$ cat src/rtl/tgarle_pkg.sv
// ----------------------------------------------------------------------------
// tgarle_pkg
// Shared types, codes and pixel functions for the TGA pixel RLE decoder.
// ----------------------------------------------------------------------------
package tgarle_pkg;

    // Input beat actions.
    localparam logic [1:0] ACT_BYTE  = 2'd0;
    localparam logic [1:0] ACT_PULL  = 2'd1;
    localparam logic [1:0] ACT_PALW  = 2'd2;
    localparam logic [1:0] ACT_START = 2'd3;

    // Configuration register indexes.
    localparam logic [1:0] CFG_DEPTH    = 2'd0;
    localparam logic [1:0] CFG_COMPRESS = 2'd1;
    localparam logic [1:0] CFG_DITHER   = 2'd2;
    localparam logic [1:0] CFG_RGBA     = 2'd3;

    // Depth codes.
    localparam logic [1:0] DEPTH_PAL = 2'd0;
    localparam logic [1:0] DEPTH_16  = 2'd1;
    localparam logic [1:0] DEPTH_24  = 2'd2;
    localparam logic [1:0] DEPTH_32  = 2'd3;

    // Pixel constants.
    localparam logic [15:0] KEY_555    = 16'd31775;
    localparam logic [15:0] PACK_MASK  = 16'd65503;
    localparam logic [7:0]  ALPHA_MIN  = 8'd100;
    localparam logic [7:0]  MAX_RUN    = 8'd128;

    // Queue between front and back.
    localparam int unsigned QUEUE_DEPTH = 4;
    localparam int unsigned QPTR_W      = 2;
    localparam int unsigned QCNT_W      = 3;

    // 4x4 ordered dither matrix, indexed [x][y].
    localparam logic [3:0] DITHER_TAB [4][4] = '{
        '{4'd4,  4'd12, 4'd6,  4'd14},
        '{4'd10, 4'd0,  4'd8,  4'd2},
        '{4'd7,  4'd15, 4'd5,  4'd13},
        '{4'd9,  4'd3,  4'd11, 4'd1}
    };

    typedef struct packed {
        logic [1:0] action;
        logic [7:0] data_byte;
        logic [1:0] dither_x;
        logic [1:0] dither_y;
        logic [7:0] pal_index;
        logic [7:0] pal_red;
        logic [7:0] pal_green;
        logic [7:0] pal_blue;
    } in_item_t;

    typedef struct packed {
        logic [15:0] packed_colour;
        logic [7:0]  red;
        logic [7:0]  green;
        logic [7:0]  blue;
        logic [7:0]  alpha;
        logic [7:0]  run_left;
    } out_item_t;

    typedef struct packed {
        logic [1:0] depth_code;
        logic       compressed;
        logic       dither_enable;
        logic       rgba_mode;
    } cfg_t;

    typedef enum logic [1:0] {
        OP_PIXEL,
        OP_PULL,
        OP_PALW
    } q_op_t;

    // One queued command: a complete pixel, a run pull or a palette write.
    // For a palette write the entry index rides in pix[0].
    typedef struct packed {
        q_op_t           op;
        logic [3:0][7:0] pix;
        logic [1:0]      dx;
        logic [1:0]      dy;
        logic [7:0]      left;
        logic            store_run;
        logic [23:0]     pal_rgb;
    } q_item_t;

    // Decode the bytes of a complete pixel into {r, g, b, a}.
    function automatic logic [31:0] decode_pixel(
        input logic [1:0]      depth,
        input logic            rgba,
        input logic [3:0][7:0] bv,
        input logic [23:0]     pal_rgb,
        input logic            pal_ok
    );
        logic [7:0] r, g, b, a;
        logic       key, zero;
        r    = 8'd0;
        g    = 8'd0;
        b    = 8'd0;
        a    = 8'd255;
        key  = 1'b1;
        zero = 1'b0;
        unique case (depth)
            DEPTH_PAL: begin
                if (pal_ok) begin
                    r = pal_rgb[23:16];
                    g = pal_rgb[15:8];
                    b = pal_rgb[7:0];
                end
            end
            DEPTH_16: begin
                zero = rgba && ({bv[1], bv[0]} == KEY_555);
                r = {bv[1][6:0], 1'b0};
                g = {2'b00, bv[0][7:5], 3'b000} + {bv[1][1:0], 6'b000000};
                b = {bv[0][4:0], 3'b000};
            end
            DEPTH_24: begin
                b = bv[0];
                g = bv[1];
                r = bv[2];
            end
            default: begin
                b   = bv[0];
                g   = bv[1];
                r   = bv[2];
                key = 1'b0;
                if (rgba) begin
                    a = bv[3];
                end else if (bv[3] < ALPHA_MIN) begin
                    r = 8'd255;
                    g = 8'd0;
                    b = 8'd255;
                end
            end
        endcase
        if (rgba && key && r == 8'd255 && g == 8'd0 && b == 8'd255) begin
            zero = 1'b1;
        end
        return zero ? 32'd0 : {r, g, b, a};
    endfunction

    // Add with saturation at full scale.
    function automatic logic [7:0] sat_add(input logic [7:0] c, input logic [3:0] d);
        logic [8:0] t;
        t = {1'b0, c} + {5'd0, d};
        return t[8] ? 8'd255 : t[7:0];
    endfunction

    // Build a result beat from a decoded colour.
    function automatic out_item_t make_result(
        input logic [31:0] col,
        input cfg_t        cfg,
        input logic [1:0]  dx,
        input logic [1:0]  dy,
        input logic [7:0]  left
    );
        out_item_t  o;
        logic [7:0] dr, dg, db;
        logic [3:0] t;
        o.red      = col[31:24];
        o.green    = col[23:16];
        o.blue     = col[15:8];
        o.alpha    = col[7:0];
        o.run_left = left;
        t  = DITHER_TAB[dx][dy];
        dr = o.red;
        dg = o.green;
        db = o.blue;
        if (cfg.dither_enable) begin
            dr = sat_add(o.red, t);
            dg = sat_add(o.green, {1'b0, t[3:1]});
            db = sat_add(o.blue, t);
        end
        o.packed_colour = cfg.rgba_mode ? 16'd0 :
                          ({dr[7:3], dg[7:2], db[7:3]} & PACK_MASK);
        return o;
    endfunction

endpackage

$ cat src/rtl/tgarle_front.sv
// ----------------------------------------------------------------------------
// tgarle_front
// Accepts input beats, parses packet headers, gathers pixel bytes and
// queues complete pixels, run pulls and palette writes for the back end.
// ----------------------------------------------------------------------------
module tgarle_front (
    input  logic                 aclk,
    input  logic                 aresetn,
    input  tgarle_pkg::cfg_t     cfg,
    input  logic                 s_valid,
    output logic                 s_ready,
    input  tgarle_pkg::in_item_t s_data,
    input  logic                 q_full,
    output logic                 q_push,
    output tgarle_pkg::q_item_t  q_item
);
    import tgarle_pkg::*;

    logic [7:0]      packet_left_reg, packet_left_next;
    logic            run_packet_reg, run_packet_next;
    logic            run_ready_reg, run_ready_next;
    logic [2:0][7:0] byte_buffer_reg, byte_buffer_next;
    logic [1:0]      byte_count_reg, byte_count_next;
    logic            accept;

    assign s_ready = !q_full;
    assign accept  = s_valid && s_ready;

    // Classify the beat and update the packet state.
    always_comb begin
        packet_left_next = packet_left_reg;
        run_packet_next  = run_packet_reg;
        run_ready_next   = run_ready_reg;
        byte_buffer_next = byte_buffer_reg;
        byte_count_next  = byte_count_reg;
        q_push           = 1'b0;
        q_item           = '0;
        q_item.op        = OP_PIXEL;
        q_item.dx        = s_data.dither_x;
        q_item.dy        = s_data.dither_y;
        q_item.pal_rgb   = {s_data.pal_red, s_data.pal_green, s_data.pal_blue};
        // Byte 0 comes from the buffer whenever the pixel spans more bytes.
        q_item.pix[0]    = (cfg.depth_code != DEPTH_PAL) ? byte_buffer_reg[0] :
                                                           s_data.data_byte;
        q_item.pix[1]    = (cfg.depth_code > 2'd1) ? byte_buffer_reg[1] : s_data.data_byte;
        q_item.pix[2]    = (cfg.depth_code > 2'd2) ? byte_buffer_reg[2] : s_data.data_byte;
        q_item.pix[3]    = s_data.data_byte;
        if (accept) begin
            unique case (s_data.action)
                ACT_START: begin
                    packet_left_next = 8'd0;
                    run_packet_next  = 1'b0;
                    run_ready_next   = 1'b0;
                    byte_buffer_next = '0;
                    byte_count_next  = 2'd0;
                end
                ACT_PALW: begin
                    q_push        = 1'b1;
                    q_item.op     = OP_PALW;
                    q_item.pix[0] = s_data.pal_index;
                end
                ACT_PULL: begin
                    if (run_packet_reg && run_ready_reg && packet_left_reg != 8'd0) begin
                        packet_left_next = packet_left_reg - 8'd1;
                        q_push           = 1'b1;
                        q_item.op        = OP_PULL;
                        q_item.left      = packet_left_reg - 8'd1;
                    end
                end
                default: begin
                    if (cfg.compressed && packet_left_reg == 8'd0) begin
                        // Packet header.
                        byte_count_next  = 2'd0;
                        byte_buffer_next = '0;
                        run_ready_next   = 1'b0;
                        run_packet_next  = s_data.data_byte[7];
                        packet_left_next = s_data.data_byte[7] ?
                                           (s_data.data_byte - 8'd127) :
                                           (s_data.data_byte + 8'd1);
                    end else if (cfg.compressed && run_packet_reg && run_ready_reg) begin
                        // Loaded run: the byte is dropped.
                    end else if (byte_count_reg < cfg.depth_code) begin
                        byte_buffer_next[byte_count_reg] = s_data.data_byte;
                        byte_count_next                  = byte_count_reg + 2'd1;
                    end else begin
                        // Last byte of a pixel.
                        byte_buffer_next = '0;
                        byte_count_next  = 2'd0;
                        q_push           = 1'b1;
                        if (cfg.compressed) begin
                            packet_left_next = packet_left_reg - 8'd1;
                            if (run_packet_reg) begin
                                run_ready_next   = 1'b1;
                                q_item.store_run = 1'b1;
                                q_item.left      = packet_left_reg - 8'd1;
                            end
                        end
                    end
                end
            endcase
        end
    end

    always_ff @(posedge aclk) begin
        if (!aresetn) begin
            packet_left_reg <= 8'd0;
            run_packet_reg  <= 1'b0;
            run_ready_reg   <= 1'b0;
            byte_buffer_reg <= '0;
            byte_count_reg  <= 2'd0;
        end else begin
            packet_left_reg <= packet_left_next;
            run_packet_reg  <= run_packet_next;
            run_ready_reg   <= run_ready_next;
            byte_buffer_reg <= byte_buffer_next;
            byte_count_reg  <= byte_count_next;
        end
    end

    // A packet never holds more than a full run.
    a_packet_bound: assert property (@(posedge aclk) disable iff (!aresetn)
        packet_left_reg <= MAX_RUN)
        else $error("packet count above maximum run length");

endmodule

$ cat config.mk
export PLATFORM = sky130hd
export DESIGN_NAME = tgarle_front
export DESIGN_NICKNAME = d
export VERILOG_FILES = /design/src/rtl/tgarle_pkg.sv /design/src/rtl/tgarle_front.sv
export SDC_FILE = /design/constraint.sdc
export NUM_CORES = 1
export LEC_CHECK = 0
export BUFFER_PORTS_ARGS = -buffer_cell sky130_fd_sc_hd__buf_2
export CELL_PAD_IN_SITES_DETAIL_PLACEMENT = 0
export CELL_PAD_IN_SITES_GLOBAL_PLACEMENT = 1
export CORE_MARGIN = 2
export CORE_UTILIZATION = 35
export CTS_CLUSTER_DIAMETER = 50
export DETAILED_ROUTE_END_ITERATION = 8
export HOLD_SLACK_MARGIN = 0.15
export PLACE_DENSITY = 0.85
export SYNTH_ARGS = -nofsm -noshare
export SYNTH_HDL_FRONTEND = slang
export SYNTH_SLANG_ARGS = --single-unit
$ cat constraint.sdc
create_clock -name aclk -period 7.9 [get_ports aclk]
set_input_delay 1.58 -clock aclk [delete_from_list [all_inputs] [get_ports aclk]]
set_output_delay 1.58 -clock aclk [all_outputs]
set_load 0.02 [all_outputs]
==> flow_summary.ini, run 1 <==
[status]
status = completed

[logic_synthesis]
yosysTopAreaCell = dfxtp_1
yosysSeqAreaShare_pct = 26.8
synth_area_leaders = dfxtp_1 27%, buf_4 11%, ha_1 5.1%, nand2_1 4.6%, o22ai_1 4.2%
synthesis.nets = 403
syn_area_um2 = 2690
synth_seq_cells = 36
synth_ff_type = dfxtp_1
synth-edff-count = 0
synth_cell_types = 57
synth_common_cells = 38 x buf_4, 36 x dfxtp_1, 33 x nand2_1
synth_area_per_cell_um2 = 7.98
yosysWarnings = 0
synth.most_common_cell = buf_4
post-synth-top-area-fraction_pct = 26.8
syn_inst = 337
async_flop_share_pct = 0

[setup_path]
crit_arrival_ns = 3.62
crit_family = compound AO/OA/AOI/OAI gates
cp-end-kind = primary output
cp.required_ns = 6.32
cpPeakStageDelay_ns = 0.56
path_buf_inv = 3
startpoint_type = primary input
crit_chain = buf_2, inv_1, ha_1, a21o_1, and4b_1, o2111ai_1, nor2_1, buf_2
critical_path_class = primary input to primary output
worst_path_max_delay_cell = o2111ai_1
path_max_fanout = 11
cp_common_cell = buf_2

[final_layout]
nFillCells = 764
syn2layout_area_growth_pct = 8.74
layout-drive-gt1-share_pct = 27.1
diodes = 0
largest_register_ffs = 24
final_nets = 430
utilization_pct = 39.9

[clock_tree]
clock_latency_ns = 0.30
cts_setup_buffers = 0
cts_tree = built
cts.clk_slew.worst_paths_ns = 0.08
root_buffer = clkbuf_8
h-tree-depth = 2
cts_resized = 0
cts.sinks = 36
numCtsBuffers = 5
holdBufCountCts = 0
cts_max_path_buffers = 2

[power_and_ir_drop]
peakVddDrop_v = 0.0000961
total_power_mw = 0.466
p_leak_nw = 1.25
power_density_nw_per_um2 = 159

[drt]
routed_wl_um = 6590
firstDrtPassIters = 4
avgViaCountPerCell = 5.19
drc = 0
post_drt_wl_per_cell_um = 14.2
num_vias = 2409
ant_nets = 0
initialDrtViolationCount = 82

[global_routing]
first_global_vias = 2282
antenna_found_initial = 0
grt_overflow = 0
grt_max_degree = 30
grt_pass1_wl_um = 10900
track_usage_pct = 15.7

[die]
fp.dieW_um = 91.7
dieHeight_um = 91.7
pin_count = 128
rows = 31
dieArea_um2 = 8400
initial_core_util_pct = 36.7
core_region_area_um2 = 7330

[sta]
fmax_mhz = 192
finalSetupTns_ns = 0
hold_viol_final = 0
worst_slew_pin_slew_ns = 0.646
period_share_pct = 65.8
rsz0062_at_grt = no
slew_violations = 0
finalSetupViolCount = 0
finalCriticalPeriod_ns = 5.20
relSlewSlack_pct = 56.9
finalClockSkew_ns = 0.00795

[min_path]
hold_class = register to register

[placement]
gp_congestion = 0.802
hpwl_um = 5090
io_buffer_count = 69

[job]
max_cap_violations = 0
power by group:
group,internal (mW),switching [mW]
Combinational,0.0516,0.0846
Sequential,0.185,0.00537
Clock,0.0625,0.0760
routing by layer:
metal / share of wire, % / vias up / global-route usage [%]
met5: 0 / - / 0
met4: 0.80 / 0 / 4.04
met1: 47 / 1129 / 21.1
met2: 46 / 70 / 25.2
li1: - / 1203 / -
met3: 5.6 / 7 / 4.03
placed cells by master, fill, tap and decap left out, types with 9 or more instances in the layout:
master / count
mux2_2: 9
nand2_1: 33
nor2_1: 27
a21oi_1: 15
dfxtp_1: 36
o21ai_0: 11
ha_1: 11
inv_1: 27
buf_2: 69
o22ai_1: 18
per-stage QoR:
stage	cells	worst slack (ns)	hold slack [ns]	instance area [um2]
after detailed placement	456	2.69	0.441	2830
after floorplan	337	2.96	0.425	2690
after global placement	456	2.74	0.435	2830
after global routing	464	2.50	0.474	2930
final	464	2.70	0.453	2930
after CTS	464	2.68	0.453	2930
worst paths after layout:
path | startpoint | end | slack (ns) | cells after the start
worst min register to register | byte_buffer_reg[14]$_SDFFE_PN0P_ | byte_buffer_reg[14]$_SDFFE_PN0P_ | 0.45 | 2
worst min-delay path | byte_buffer_reg[14]$_SDFFE_PN0P_ | byte_buffer_reg[14]$_SDFFE_PN0P_ | 0.45 | 2
worst max-delay path | cfg[4] | q_item[31] | 2.70 | 8
worst max register to register | packet_left_reg[0]$_SDFFE_PN0P_ | packet_left_reg[3]$_SDFFE_PN0P_ | 5.74 | 7
logic make-up (layout without fill, tap and decap cells):
logic type               after synthesis  count (layout)  synth area share, %
multiplexers                          17              17                 6.74
flip-flops                            36              36                 26.8
buffers and inverters                 76             104                 15.9
adder cells (fa/ha/maj)               11              11                 5.12
AND/OR/NAND/NOR                      100             100                 19.3
XOR/XNOR                              11              11                 3.58
AO/OA/AOI/OAI                         86              86                 22.6
final cells by class:
class	instances	area, um2	share of cell area (%)
Clock inverter	3	23.8	0.813
Clock buffer	5	68.8	2.35
Multi-Input combinational cell	225	1540	52.7
Sequential cell	36	721	24.6
Timing Repair Buffer	69	345	11.8
Tap cell	99	124	4.23
Inverter	27	101	3.46
worst reg2reg max path, stage by stage (launching register included):
cell      delay, ns
dfxtp_1        0.36
inv_1          0.10
ha_1           0.15
nor4b_4        0.39
nand2_1        0.27
a31oi_4        0.45
o221ai_1       0.21
o211a_1        0.16
No activity file was read; power rests on OpenSTA's default activity.
==> run 2, diff against run 1 <==
Settings changed: CORE_UTILIZATION 35 to 33, PLACE_DENSITY 0.85 to 0.8.
Clock period 7.9 ns to 4.8 ns, I/O delays scaled along.
==> run 2 against run 1 <==
Net effect: clock-buffer cell count unchanged; hold slack better by 0.0028 ns; total power up 65%; highest routed layer unchanged; die area up 5.8%; critical path depth unchanged; routed wire length up 2.3%; largest power group unchanged.
==> flow_summary.ini, run 2 (synthesized netlist as in run 1, its figures left out) <==
[clock_tree]
cts_tree = built
cts.sinks = 36
cts_setup_buffers = 0
cts_resized = 0
clock_latency_ns = 0.30
holdBufCountCts = 0
root_buffer = clkbuf_8
h-tree-depth = 2
numCtsBuffers = 5
cts.clk_slew.worst_paths_ns = 0.09
cts_max_path_buffers = 2

[global_routing]
grt_overflow = 0
first_global_vias = 2201
track_usage_pct = 15.1
grt_pass1_wl_um = 10700
antenna_found_initial = 0
grt_max_degree = 30

[sta]
period_share_pct = 82.4
finalCriticalPeriod_ns = 3.95
worst_slew_pin_slew_ns = 0.635
setup_ws_ns = 0.845
hold_viol_final = 0
slew_violations = 0
rsz0062_at_grt = no
finalClockSkew_ns = 0.0101
whs_ns = 0.456
fmax_mhz = 253
relSlewSlack_pct = 57.6
finalSetupTns_ns = 0
finalSetupViolCount = 0

[die]
fp.dieW_um = 94.3
rows = 32
dieArea_um2 = 8890
initial_core_util_pct = 34.5
core_region_area_um2 = 7810
pin_count = 128
dieHeight_um = 94.3

[placement]
io_buffer_count = 69
detailedPlace.worstSlack_ns = 0.831
placed_cell_area_um2 = 2840
gp_congestion = 0.787
hpwl_um = 5220

[drt]
drc = 0
avgViaCountPerCell = 5.05
firstDrtPassIters = 4
num_vias = 2360
ant_nets = 0
routed_wl_um = 6740
post_drt_wl_per_cell_um = 14.4
initialDrtViolationCount = 87

[setup_path]
crit_arrival_ns = 2.99
path_max_fanout = 11
cp_common_cell = buf_2
crit_chain = buf_2, inv_1, ha_1, a21o_1, and4b_1, o2111ai_1, nor2_1, buf_2
path_buf_inv = 3
cpPeakStageDelay_ns = 0.55
worst_path_max_delay_cell = o2111ai_1
cp.required_ns = 3.84
critical_path_class = primary input to primary output
startpoint_type = primary input
cp-end-kind = primary output
crit_family = compound AO/OA/AOI/OAI gates

[power_and_ir_drop]
power_density_nw_per_um2 = 262
p_leak_nw = 1.25
peakVddDrop_v = 0.000135

[final_layout]
final_cell_mix = 69 x buf_2, 36 x dfxtp_1, 33 x nand2_1, 27 x inv_1, 27 x nor2_1
layout_commonest_cell = buf_2
largest_register_ffs = 24
layout-drive-gt1-share_pct = 27.1
final_nets = 430
nFillCells = 843
diodes = 0
syn2layout_area_growth_pct = 8.88
final_area_um2 = 2930

[min_path]
hold_class = register to register

[status]
status = completed

[job]
max_cap_violations = 0
[run 2: worst paths after layout]
check | startpoint | to | slack (ns) | depth (start not counted)
max | cfg[4] | q_item[30] | 0.85 | 8
min | byte_buffer_reg[10]$_SDFFE_PN0P_ | byte_buffer_reg[10]$_SDFFE_PN0P_ | 0.46 | 2
max reg2reg | packet_left_reg[0]$_SDFFE_PN0P_ | packet_left_reg[3]$_SDFFE_PN0P_ | 2.64 | 7
min reg2reg | byte_buffer_reg[10]$_SDFFE_PN0P_ | byte_buffer_reg[10]$_SDFFE_PN0P_ | 0.46 | 2
[run 2: through the flow]
step	cells	power [mW]	util, %
2_1_floorplan	337	0.521	-
5_1_grt	467	0.808	37.5
4_1_cts	467	0.770	37.5
3_5_place_dp	459	0.545	36.3
3_3_place_gp	459	0.543	36.3
6_report	467	0.767	37.5
[run 2: per-layer routing]
metal / up-vias / global-route usage (%) / routed length, um
met5: - / 0 / 0
met4: 0 / 3.50 / 30
met3: 6 / 3.53 / 353
met2: 62 / 23.2 / 3170
met1: 1093 / 21.3 / 3190
li1: 1199 / - / -
[run 2: where the power goes]
part	switching, mW	internal (mW)	total (mW)
Combinational	0.140	0.0849	0.225
Clock	0.125	0.103	0.228
Sequential	0.00892	0.305	0.314
Total	0.274	0.493	0.767
[run 2: area by class of cell]
cell class / instances / area, um2 / share of cell area [%]
multi-input combinational: 225 / 1540 / 52.6
sequential: 36 / 721 / 24.6
timing repair buffer: 69 / 345 / 11.8
tap: 102 / 128 / 4.36
inverter: 27 / 101 / 3.46
clock buffer: 5 / 68.8 / 2.35
clock inverter: 3 / 23.8 / 0.812
[run 2: tightest hold or removal path: stages (launching register included)]
cell     delay [ns]
dfxtp_1        0.32
inv_1          0.05
o22ai_1        0.05
