$ cat src/rtl/tgarle_pkg.sv
// ----------------------------------------------------------------------------
// tgarle_pkg
// Shared types, codes and pixel functions for the TGA pixel RLE decoder.
// ----------------------------------------------------------------------------
package tgarle_pkg;

    // Input beat actions.
    localparam logic [1:0] ACT_BYTE  = 2'd0;
    localparam logic [1:0] ACT_PULL  = 2'd1;
    localparam logic [1:0] ACT_PALW  = 2'd2;
    localparam logic [1:0] ACT_START = 2'd3;

    // Configuration register indexes.
    localparam logic [1:0] CFG_DEPTH    = 2'd0;
    localparam logic [1:0] CFG_COMPRESS = 2'd1;
    localparam logic [1:0] CFG_DITHER   = 2'd2;
    localparam logic [1:0] CFG_RGBA     = 2'd3;

    // Depth codes.
    localparam logic [1:0] DEPTH_PAL = 2'd0;
    localparam logic [1:0] DEPTH_16  = 2'd1;
    localparam logic [1:0] DEPTH_24  = 2'd2;
    localparam logic [1:0] DEPTH_32  = 2'd3;

    // Pixel constants.
    localparam logic [15:0] KEY_555    = 16'd31775;
    localparam logic [15:0] PACK_MASK  = 16'd65503;
    localparam logic [7:0]  ALPHA_MIN  = 8'd100;
    localparam logic [7:0]  MAX_RUN    = 8'd128;

    // Queue between front and back.
    localparam int unsigned QUEUE_DEPTH = 4;
    localparam int unsigned QPTR_W      = 2;
    localparam int unsigned QCNT_W      = 3;

    // 4x4 ordered dither matrix, indexed [x][y].
    localparam logic [3:0] DITHER_TAB [4][4] = '{
        '{4'd4,  4'd12, 4'd6,  4'd14},
        '{4'd10, 4'd0,  4'd8,  4'd2},
        '{4'd7,  4'd15, 4'd5,  4'd13},
        '{4'd9,  4'd3,  4'd11, 4'd1}
    };

    typedef struct packed {
        logic [1:0] action;
        logic [7:0] data_byte;
        logic [1:0] dither_x;
        logic [1:0] dither_y;
        logic [7:0] pal_index;
        logic [7:0] pal_red;
        logic [7:0] pal_green;
        logic [7:0] pal_blue;
    } in_item_t;

    typedef struct packed {
        logic [15:0] packed_colour;
        logic [7:0]  red;
        logic [7:0]  green;
        logic [7:0]  blue;
        logic [7:0]  alpha;
        logic [7:0]  run_left;
    } out_item_t;

    typedef struct packed {
        logic [1:0] depth_code;
        logic       compressed;
        logic       dither_enable;
        logic       rgba_mode;
    } cfg_t;

    typedef enum logic [1:0] {
        OP_PIXEL,
        OP_PULL,
        OP_PALW
    } q_op_t;

    // One queued command: a complete pixel, a run pull or a palette write.
    // For a palette write the entry index rides in pix[0].
    typedef struct packed {
        q_op_t           op;
        logic [3:0][7:0] pix;
        logic [1:0]      dx;
        logic [1:0]      dy;
        logic [7:0]      left;
        logic            store_run;
        logic [23:0]     pal_rgb;
    } q_item_t;

    // Decode the bytes of a complete pixel into {r, g, b, a}.
    function automatic logic [31:0] decode_pixel(
        input logic [1:0]      depth,
        input logic            rgba,
        input logic [3:0][7:0] bv,
        input logic [23:0]     pal_rgb,
        input logic            pal_ok
    );
        logic [7:0] r, g, b, a;
        logic       key, zero;
        r    = 8'd0;
        g    = 8'd0;
        b    = 8'd0;
        a    = 8'd255;
        key  = 1'b1;
        zero = 1'b0;
        unique case (depth)
            DEPTH_PAL: begin
                if (pal_ok) begin
                    r = pal_rgb[23:16];
                    g = pal_rgb[15:8];
                    b = pal_rgb[7:0];
                end
            end
            DEPTH_16: begin
                zero = rgba && ({bv[1], bv[0]} == KEY_555);
                r = {bv[1][6:0], 1'b0};
                g = {2'b00, bv[0][7:5], 3'b000} + {bv[1][1:0], 6'b000000};
                b = {bv[0][4:0], 3'b000};
            end
            DEPTH_24: begin
                b = bv[0];
                g = bv[1];
                r = bv[2];
            end
            default: begin
                b   = bv[0];
                g   = bv[1];
                r   = bv[2];
                key = 1'b0;
                if (rgba) begin
                    a = bv[3];
                end else if (bv[3] < ALPHA_MIN) begin
                    r = 8'd255;
                    g = 8'd0;
                    b = 8'd255;
                end
            end
        endcase
        if (rgba && key && r == 8'd255 && g == 8'd0 && b == 8'd255) begin
            zero = 1'b1;
        end
        return zero ? 32'd0 : {r, g, b, a};
    endfunction

    // Add with saturation at full scale.
    function automatic logic [7:0] sat_add(input logic [7:0] c, input logic [3:0] d);
        logic [8:0] t;
        t = {1'b0, c} + {5'd0, d};
        return t[8] ? 8'd255 : t[7:0];
    endfunction

    // Build a result beat from a decoded colour.
    function automatic out_item_t make_result(
        input logic [31:0] col,
        input cfg_t        cfg,
        input logic [1:0]  dx,
        input logic [1:0]  dy,
        input logic [7:0]  left
    );
        out_item_t  o;
        logic [7:0] dr, dg, db;
        logic [3:0] t;
        o.red      = col[31:24];
        o.green    = col[23:16];
        o.blue     = col[15:8];
        o.alpha    = col[7:0];
        o.run_left = left;
        t  = DITHER_TAB[dx][dy];
        dr = o.red;
        dg = o.green;
        db = o.blue;
        if (cfg.dither_enable) begin
            dr = sat_add(o.red, t);
            dg = sat_add(o.green, {1'b0, t[3:1]});
            db = sat_add(o.blue, t);
        end
        o.packed_colour = cfg.rgba_mode ? 16'd0 :
                          ({dr[7:3], dg[7:2], db[7:3]} & PACK_MASK);
        return o;
    endfunction

endpackage

$ cat src/rtl/tgarle_fifo.sv
// ----------------------------------------------------------------------------
// tgarle_fifo
// Short command queue that decouples the front end from the back end.
// ----------------------------------------------------------------------------
module tgarle_fifo (
    input  logic                aclk,
    input  logic                aresetn,
    input  logic                push,
    input  tgarle_pkg::q_item_t push_item,
    input  logic                pop,
    output tgarle_pkg::q_item_t pop_item,
    output logic                empty,
    output logic                full
);
    import tgarle_pkg::*;

    q_item_t             entries_reg [QUEUE_DEPTH];
    logic [QPTR_W-1:0]   wr_ptr_reg, wr_ptr_next;
    logic [QPTR_W-1:0]   rd_ptr_reg, rd_ptr_next;
    logic [QCNT_W-1:0]   count_reg, count_next;

    assign empty    = (count_reg == QCNT_W'(0));
    assign full     = (count_reg == QCNT_W'(QUEUE_DEPTH));
    assign pop_item = entries_reg[rd_ptr_reg];

    // Pointer and fill count updates.
    always_comb begin
        wr_ptr_next = push ? wr_ptr_reg + QPTR_W'(1) : wr_ptr_reg;
        rd_ptr_next = pop  ? rd_ptr_reg + QPTR_W'(1) : rd_ptr_reg;
        count_next  = count_reg;
        if (push && !pop) begin
            count_next = count_reg + QCNT_W'(1);
        end else if (pop && !push) begin
            count_next = count_reg - QCNT_W'(1);
        end
    end

    always_ff @(posedge aclk) begin
        if (!aresetn) begin
            wr_ptr_reg <= '0;
            rd_ptr_reg <= '0;
            count_reg  <= '0;
        end else begin
            wr_ptr_reg <= wr_ptr_next;
            rd_ptr_reg <= rd_ptr_next;
            count_reg  <= count_next;
        end
    end

    // Entry storage.
    always_ff @(posedge aclk) begin
        if (push) begin
            entries_reg[wr_ptr_reg] <= push_item;
        end
    end

    a_no_overflow: assert property (@(posedge aclk) disable iff (!aresetn)
        !(push && full))
        else $error("push into a full queue");

    a_no_underflow: assert property (@(posedge aclk) disable iff (!aresetn)
        !(pop && empty))
        else $error("pop from an empty queue");

    a_count_up: assert property (@(posedge aclk) disable iff (!aresetn)
        (push && !pop) |=> count_reg == $past(count_reg) + QCNT_W'(1))
        else $error("queue count did not follow a push");

endmodule

$ cat config.mk
export PLATFORM = sky130hd
export DESIGN_NAME = tgarle_fifo
export DESIGN_NICKNAME = d
export VERILOG_FILES = /design/src/rtl/tgarle_pkg.sv /design/src/rtl/tgarle_fifo.sv
export SDC_FILE = /design/constraint.sdc
export NUM_CORES = 1
export LEC_CHECK = 0
export ABC_AREA = 1
export BUFFER_PORTS_ARGS = -buffer_cell sky130_fd_sc_hd__buf_2
export CAP_MARGIN = 20
export CORE_ASPECT_RATIO = 1.5
export CORE_MARGIN = 3
export CORE_UTILIZATION = 35
export CTS_BUF_LIST = sky130_fd_sc_hd__clkbuf_8
export DETAILED_ROUTE_END_ITERATION = 8
export PLACE_DENSITY = 0.57
export SLEW_MARGIN = 5
export SYNTH_ARGS = -nofsm -noshare
export SYNTH_HDL_FRONTEND = slang
export SYNTH_SLANG_ARGS = --single-unit
$ cat constraint.sdc
create_clock -name aclk -period 7.4 [get_ports aclk]
set_input_delay 0.37 -clock aclk [delete_from_list [all_inputs] [get_ports aclk]]
set_output_delay 0.37 -clock aclk [all_outputs]
set_load 0.05 [all_outputs]
==> results of run 1 <==
[worst paths after layout]
check	start	endpoint	cells past startpoint
worst max-delay path	flop	pop_item[24]	4
worst min-delay path	push_item[6]	entries_reg[1][6]$_DFFE_PP_	1
worst max register to register	wr_ptr_reg[0]$_SDFFE_PN0P_	entries_reg[0][35]$_DFFE_PP_	5
worst min register to register	rd_ptr_reg[1]$_SDFFE_PN0P_	flop	1
[Yosys cell counts]
cell	instances
edfxtp_1	284
nor2_1	147
o21ai_0	133
o22ai_1	71
inv_1	15
o21ai_1	15
buf_2	14
clkbuf_1	12
buf_6	11
dfxtp_1	9
nand2_1	9
clkbuf_2	7
ha_1	5
a21oi_1	4
nor3_1	2
buf_12	1
buf_4	1
fa_1	1
inv_2	1
inv_6	1
nand3_1	1
nand4_1	1
[what timing repair did]
item,4_1_cts,5_1_grt
hold endpoints to repair,187,0
resized for setup,0,0
hold buffers,49,0
[worst max-delay path, stage by stage (launching register included)]
cell and delay, ns:
dfxtp_4 0.70, buf_4 0.80, o21ai_0 0.21, o22ai_1 0.32
buf_2 0.33
[area by class of cell]
class,count,area [um^2]
antenna,2,5.00
clock inverter,31,124
tap,400,500
sequential,293,8710
clock buffer,48,661
multi-input combinational,389,1890
inverter,17,73.8
fill,2782,17300
timing repair buffer,203,1280
[cell usage in the layout (no fill, tap or decap), drive strengths merged]
cell type    Yosys  routed
edfxtp         284     284
ha               5       5
clkinv           0      18
nor3             2       2
nor2           147     147
o22ai           71      71
dlygate4sd3      0      49
clkbuf          19      48
nand3            1       1
fa               1       1
buf             27     154
inv             17      29
nand4            1       1
nand2            9       9
dfxtp            9       9
a21oi            4       4
diode            0       2
o21ai          148     148
clkinvlp         0       1
[logic make-up after synthesis]
| group | Yosys count | share of synthesized area [%] |
|---|---|---|
| AOI/OAI and AO/OA | 223 | 11.0 |
| adders and majority gates | 6 | 0.753 |
| buffers and inverters | 63 | 3.38 |
| DFF | 293 | 79.4 |
| and+or+nand+nor | 160 | 5.53 |
[report_power, final]
part	switching, uW	total [uW]	internal, uW	leakage, uW
clock	588	1180	595	0.000459
combinational	388	506	119	0.00154
sequential	22.0	1920	1900	0.00268
[routing by layer]
layer / share of wire (%) / global-route usage, %
met3: 6.0 / 3.96
met2: 51 / 24.8
met1: 40 / 17.1
met5: 0.053 / 0
met4: 2.8 / 5.30
[through the flow]
stage                     setup WS [ns]  hold slack, ns  util [%]  total power (uW)
after floorplan                    5.01           0.412         -              2310
after global placement             4.45           0.423      39.2              2440
after detailed placement           4.46           0.422      39.2              2450
after CTS                          3.83        0.000404      43.4              3660
after global routing               3.67         0.00596      43.4              3760
final                              3.97          0.0472      43.4              3610
==> summary by stage, run 1 <==
Floorplan
The area inside the core boundary is 30500 um^2. In this run the core area contains 78 standard-cell rows. The die height is 223 um. The horizontal extent of the die is 151 um. The effective utilization at floorplan is 35.9%. The die covers 33600 um^2. For this design the top-level I/O count stands at 148.

Cells and area
The design area is 13300 um^2. The final instance count without filler cells is 1383. At the end of the flow, the number of nets in the layout was 1029. The growth of design area from synthesis to finish is 20.8%.

The share of post-route cells with drive strength above 1 is 21.8%. The number of flip-flops in the largest register is 284.

Logic synthesis
Synthesis produced 745 cells. The post-synthesis sequential area ratio is 79.4%. In this run the cell area of the synthesized design comes to 11000 um^2.

The number of nets in the synthesized netlist is 826. In the post-synthesis netlist, the biggest area contributors are edfxtp_1 78%, o21ai_0 6.1%, nor2_1 5.0%, o22ai_1 4.0%, dfxtp_1 1.6%. The portion of synthesized cell area occupied by the leading cell type is 77.7%. The library cell occupying the most area in the post-synthesis netlist is edfxtp_1.

Yosys printed 0 warnings. Synthesis instantiated 22 different standard cells from the library. Synthesis inferred 293 register bits. The average instance area after synthesis is 14.7 um^2.

Timing
For the final routed database, the setup TNS stands at 0 ns. The highest achievable clock rate is 291 MHz. Of the available clock period, the critical path in the final layout requires 46.4%. The number of setup violations in the final report is 0. The worst max-slew margin expressed relative to the limit is 31.3%. The count of final max-slew check failures is 0. The transition at the pin with the smallest max-transition slack is 1.03 ns. The worst clock skew is 0.0139 ns. The time the worst path needs with I/O delays and setup is 3.43 ns. Setup repair after global routing left no endpoint under its margin. The hold violation total from the final report is 0.

Route
The first-pass detailed-route iteration total is 4. After detailed routing, the number of remaining DRC violations is 0. In this run, the number of DRC markers left after iteration 0 of detailed routing was 384. The detailed-route wire length per cell is 17.7 um. Once detail routing completed, the nets flagged for antenna violations numbered 0.

The detailed router placed 6777 vias in this run. After detailed routing, the total wire length is 24400 um. The ratio of routed vias to standard cells is 4.90.

Setup path
STA puts the critical path data required time at 7.03 ns. The critical path class is reg2out. The register-to-register setup slack is 5.21 ns. STA classifies the critical path endpoint as an output port. In this run the worst path has a maximum fanout of 94. The nature of the critical path startpoint is a flop. STA puts the critical path data arrival time at 3.06 ns.

Power and ir drop
Summed over all cells, the static leakage comes to 0.00469 uW. The power density of the placed cells is 272 nW/um^2. The worst-case IR drop observed on VDD is 0.000160 V.

Clocking
The count of clock tree sinks is 293. After clock tree synthesis, the clock-pin slew on the worst setup and hold paths is 0.06 ns. The cell at the root of the clock tree is clkbuf_8. Counting the buffers created by CTS gives 44.

Clock latency on the worst-skew pair, taken at its later pin, is 0.55 ns. The H-tree depth is 2. After clock tree synthesis, the setup repair step added 0 buffers.

The clock passes through at most 3 buffers. TritonCTS built the clock tree.

Placed design
The number of buffer cells added on primary ports is 147. Once placement completed, the tool counted placed cells totaling 1253. After legalization and detailed placement, the total HPWL measured 13000 um. In this run the cell area measured after placement is 12000 um^2.

Routability-driven placement finished with a final weighted congestion of 0.680.

Global routing
The largest net degree at the start of global routing is 143. The global route total overflow is 0. The number of global-route vias before repair was 6851.

The first global-routing pass estimated 37500 um of wire. Global routing used 14.4% of the available tracks. The initial antenna violation count is 3.

Hold path
The tightest min-delay check is of the in2reg type.

Outcome
The flow ran to the end, and the final reports show no timing, DRC or antenna violations.

Run
The number of max-cap violations is 0.
(Power assumes the default switching activity.)
==> run 2, diff against run 1 <==
- clock period: 7.4 -> 3.31 ns (I/O delays scaled with it)
==> run 2 against run 1 <==
Die area did not move. Critical path depth rose by 1. Wire length rose by 0.47%. Flip-flop and latch count did not move. Global-route usage rose by 0.23 points. Count of clock-buffer cells in the layout fell by 2. Critical endpoint is now pop_item[43]. Final cell count rose by 2.0%. Worst setup slack got worse by 3.3 ns. Clock skew fell by 0.0034 ns. Via count rose by 0.21%. First-iteration DRC count fell by 14%. Largest power group unchanged. Combinational power rose by 130%.
==> summary by stage, run 2 (synthesis results as in run 1) <==
Floorplan
The placement row count was 78 (unchanged). The area inside the core boundary is 30500 um^2 (unchanged). The floorplan die area was 33600 um^2 (unchanged). The horizontal extent of the die was 151 um (unchanged).

The die height is 223 um (unchanged). The I/O pin total was 148 (unchanged). The effective utilization at floorplan is 35.9% (unchanged).

Hold path
The worst min-delay path class is in2reg. The count of cells along the worst hold path is 2 (+1).

Cells and area
The count of nets after finishing came to 1060 (+3.0%). The post-route core utilization was 44.5% (+1.2 points). The final instance count without filler cells is 1411 (+2.0%). The share of post-route cells with drive strength above 1 is 22.3% (+0.46 points).

In the layout the commonest cells are 284 x edfxtp_1, 147 x nor2_1, 147 x buf_2. The final-layout fill cell count came to 2751 (-1.1%). The number of flip-flops in the largest register is 284 (unchanged).

Leaving out fill and tap cells, the most frequent cell in the layout is edfxtp_1. From synthesis to final layout, the design area changed by 24.0%.

Timing
The count of final max-slew check failures is 0 (unchanged). Based on the critical path, the design can be clocked at up to 383 MHz. The worst clock skew was 0.0106 ns (-0.00336 ns). The hold violation total from the final report came to 0 (unchanged).

The worst hold slack across all endpoints was 0.370 ns (+0.323 ns). The transition at the pin with the smallest max-transition slack is 0.935 ns (-0.0964 ns). The worst setup margin came to 0.697 ns (-3.27 ns).

Setup repair after global routing left no endpoint under its margin. The number of setup violations in the final report is 0 (unchanged). The smallest clock period supported by the final layout is computed as 2.61 ns. After layout, the worst path uses 78.9% of the clock period. The final total negative setup slack was 0 ns (unchanged). The worst max-slew margin expressed relative to the limit was 37.7% (+6.4 points).

Setup path
The number of logic stages on the critical path including buffering is 5 (+1). The critical path class is reg2out. The number of buffer and inverter instances along the worst setup path is 3 (+1). The depth of the most critical reg-to-reg path is 5 (unchanged). The worst stage delay on the critical path is 0.47 ns (-0.33 ns). The kind of cell adding the most delay to the critical path is buffers and inverters. STA classifies the critical path endpoint as an output port. Walking the worst path, the cells encountered are inv_6 > buf_4 > nor2_1 > o22ai_1 > buf_2. The required time at the endpoint of the critical path is 3.14 ns (-3.89 ns). The slowest stage of the critical path belongs to the cell inv_6. The arrival time of the worst setup path is 2.45 ns (-0.61 ns). The highest net fanout along the worst path is 91 (-3.2%). The nature of the critical path startpoint is a flop.

Route
The number of remaining DRC errors is 0 (unchanged). The ratio of routed vias to standard cells is 4.81 (-1.8%). The violation count after the first detailed-route iteration came to 330 (-14%). The detailed-route wire length per cell is 17.4 um (-1.5%). The remaining antenna violation count after routing was 0 (unchanged). The total vias in the final route is 6791 (+0.21%). The first-pass detailed-route iteration total is 4 (unchanged). The final wirelength is 24500 um (+0.47%).

Global routing
The met2 track demand over resource is 25.6% (+0.85 points). The overall track demand over capacity in global routing came to 14.6% (+0.23 points). The global route total overflow is 0 (unchanged). The met1 layer usage reported by global route came to 17.6% (+0.46 points). The layer flagged by global routing as most heavily used is met2. The largest net degree at the start of global routing is 143 (unchanged). The met3 track demand over resource in global routing is 3.58% (-0.39 points). The global-route wire length before repair is 38200 um (+1.9%). The number of global-route vias before repair is 7216 (+5.3%). The initial antenna violation count was 2 (-1).

Power and ir drop
The share of total power in combinational logic is 14.5% (+0.5 points). The leakage power figure is 0.00483 uW (+3.0%). The clock share of power is 32.9% (about the same). The switching portion of total power is 27.5% (-0.14 points).

The net switching power of the design is 2240 uW (+120%). The register share of total power is 52.5% (-0.7 points). The power density of the placed cells came to 599 nW/um^2 (+120%). The internal power was 5900 uW (+130%). The maximum vdd drop is 0.000350 V (+120%).

Placed design
The worst setup timing slack at the placement stage is 1.14 ns (-3.33 ns). The final weighted congestion in routability-driven placement is 0.747 (+9.9%). The number of buffer cells added on primary ports is 147 (unchanged). The half-perimeter wire length after detailed placement is 13300 um (+2.0%). The cell count after placement came to 1259 (+0.48%).

Clocking
The clock transition time at the flip-flop clock pins of the worst setup and hold paths is 0.07 ns (about the same). The clock latency at the later pin of the worst-skew pair is 0.55 ns (about the same). TritonCTS built the clock tree. The maximum buffer depth of the clock tree is 3 (unchanged). The H-tree depth is 2 (unchanged). The count of clock tree sinks is 293 (unchanged). The cell at the root of the clock tree is clkbuf_8. The total CTS buffers was 44 (unchanged).

Outcome
The flow ran to the end, and the final reports show no timing, DRC or antenna violations.

Run
The number of max-cap violations was 0 (unchanged).
[run 2: area by class of cell]
class                      count  area, um^2  area share (%)
sequential                   293        8710            64.1
multi-input combinational    389        1890            13.9
timing repair buffer         234        1620            11.9
clock buffer                  46         633            4.65
tap                          400         500            3.68
clock inverter                31         160            1.18
inverter                      17        73.8           0.543
antenna                        1        2.50          0.0184
[run 2: per-layer routing]
metal / vias to the layer above / wire [um]
li1: 3264 / -
met1: 3321 / 10000
met2: 159 / 12600
met3: 45 / 1350
met4: 2 / 509
met5: - / 13
[run 2: stage by stage]
stage | instance area, um^2 | power (uW)
after detailed placement | 12100 | 5490
after global routing | 13600 | 8500
final | 13600 | 8140
after CTS | 13600 | 8280
after global placement | 12100 | 5480
after floorplan | 11000 | 5160
[run 2: timing repair]
| item | CTS | global route |
|---|---|---|
| resized for setup | 0 | 0 |
| hold buffers | 74 | 0 |
| endpoints found under the hold margin | 293 | 0 |
| setup buffers | 0 | 0 |
[run 2: power by group through the flow]
stage          combinational, uW  clock, uW  sequential [uW]
4_1_cts                     1210       2790             4280
6_report                    1180       2680             4280
3_3_place_gp                1120          0             4350
5_1_grt                     1270       2930             4290
3_5_place_dp                1140          0             4360
2_1_floorplan                804          0             4350
[run 2: path summary, 6_finish.rpt]
check	startpoint	to	slack, ns
setup / recovery	flop	pop_item[43]	0.70
hold / removal	push_item[42]	entries_reg[2][42]$_DFFE_PP_	0.37
setup reg to reg	wr_ptr_reg[0]$_SDFFE_PN0P_	entries_reg[0][37]$_DFFE_PP_	1.19
hold reg to reg	rd_ptr_reg[1]$_SDFFE_PN0P_	flop	0.45
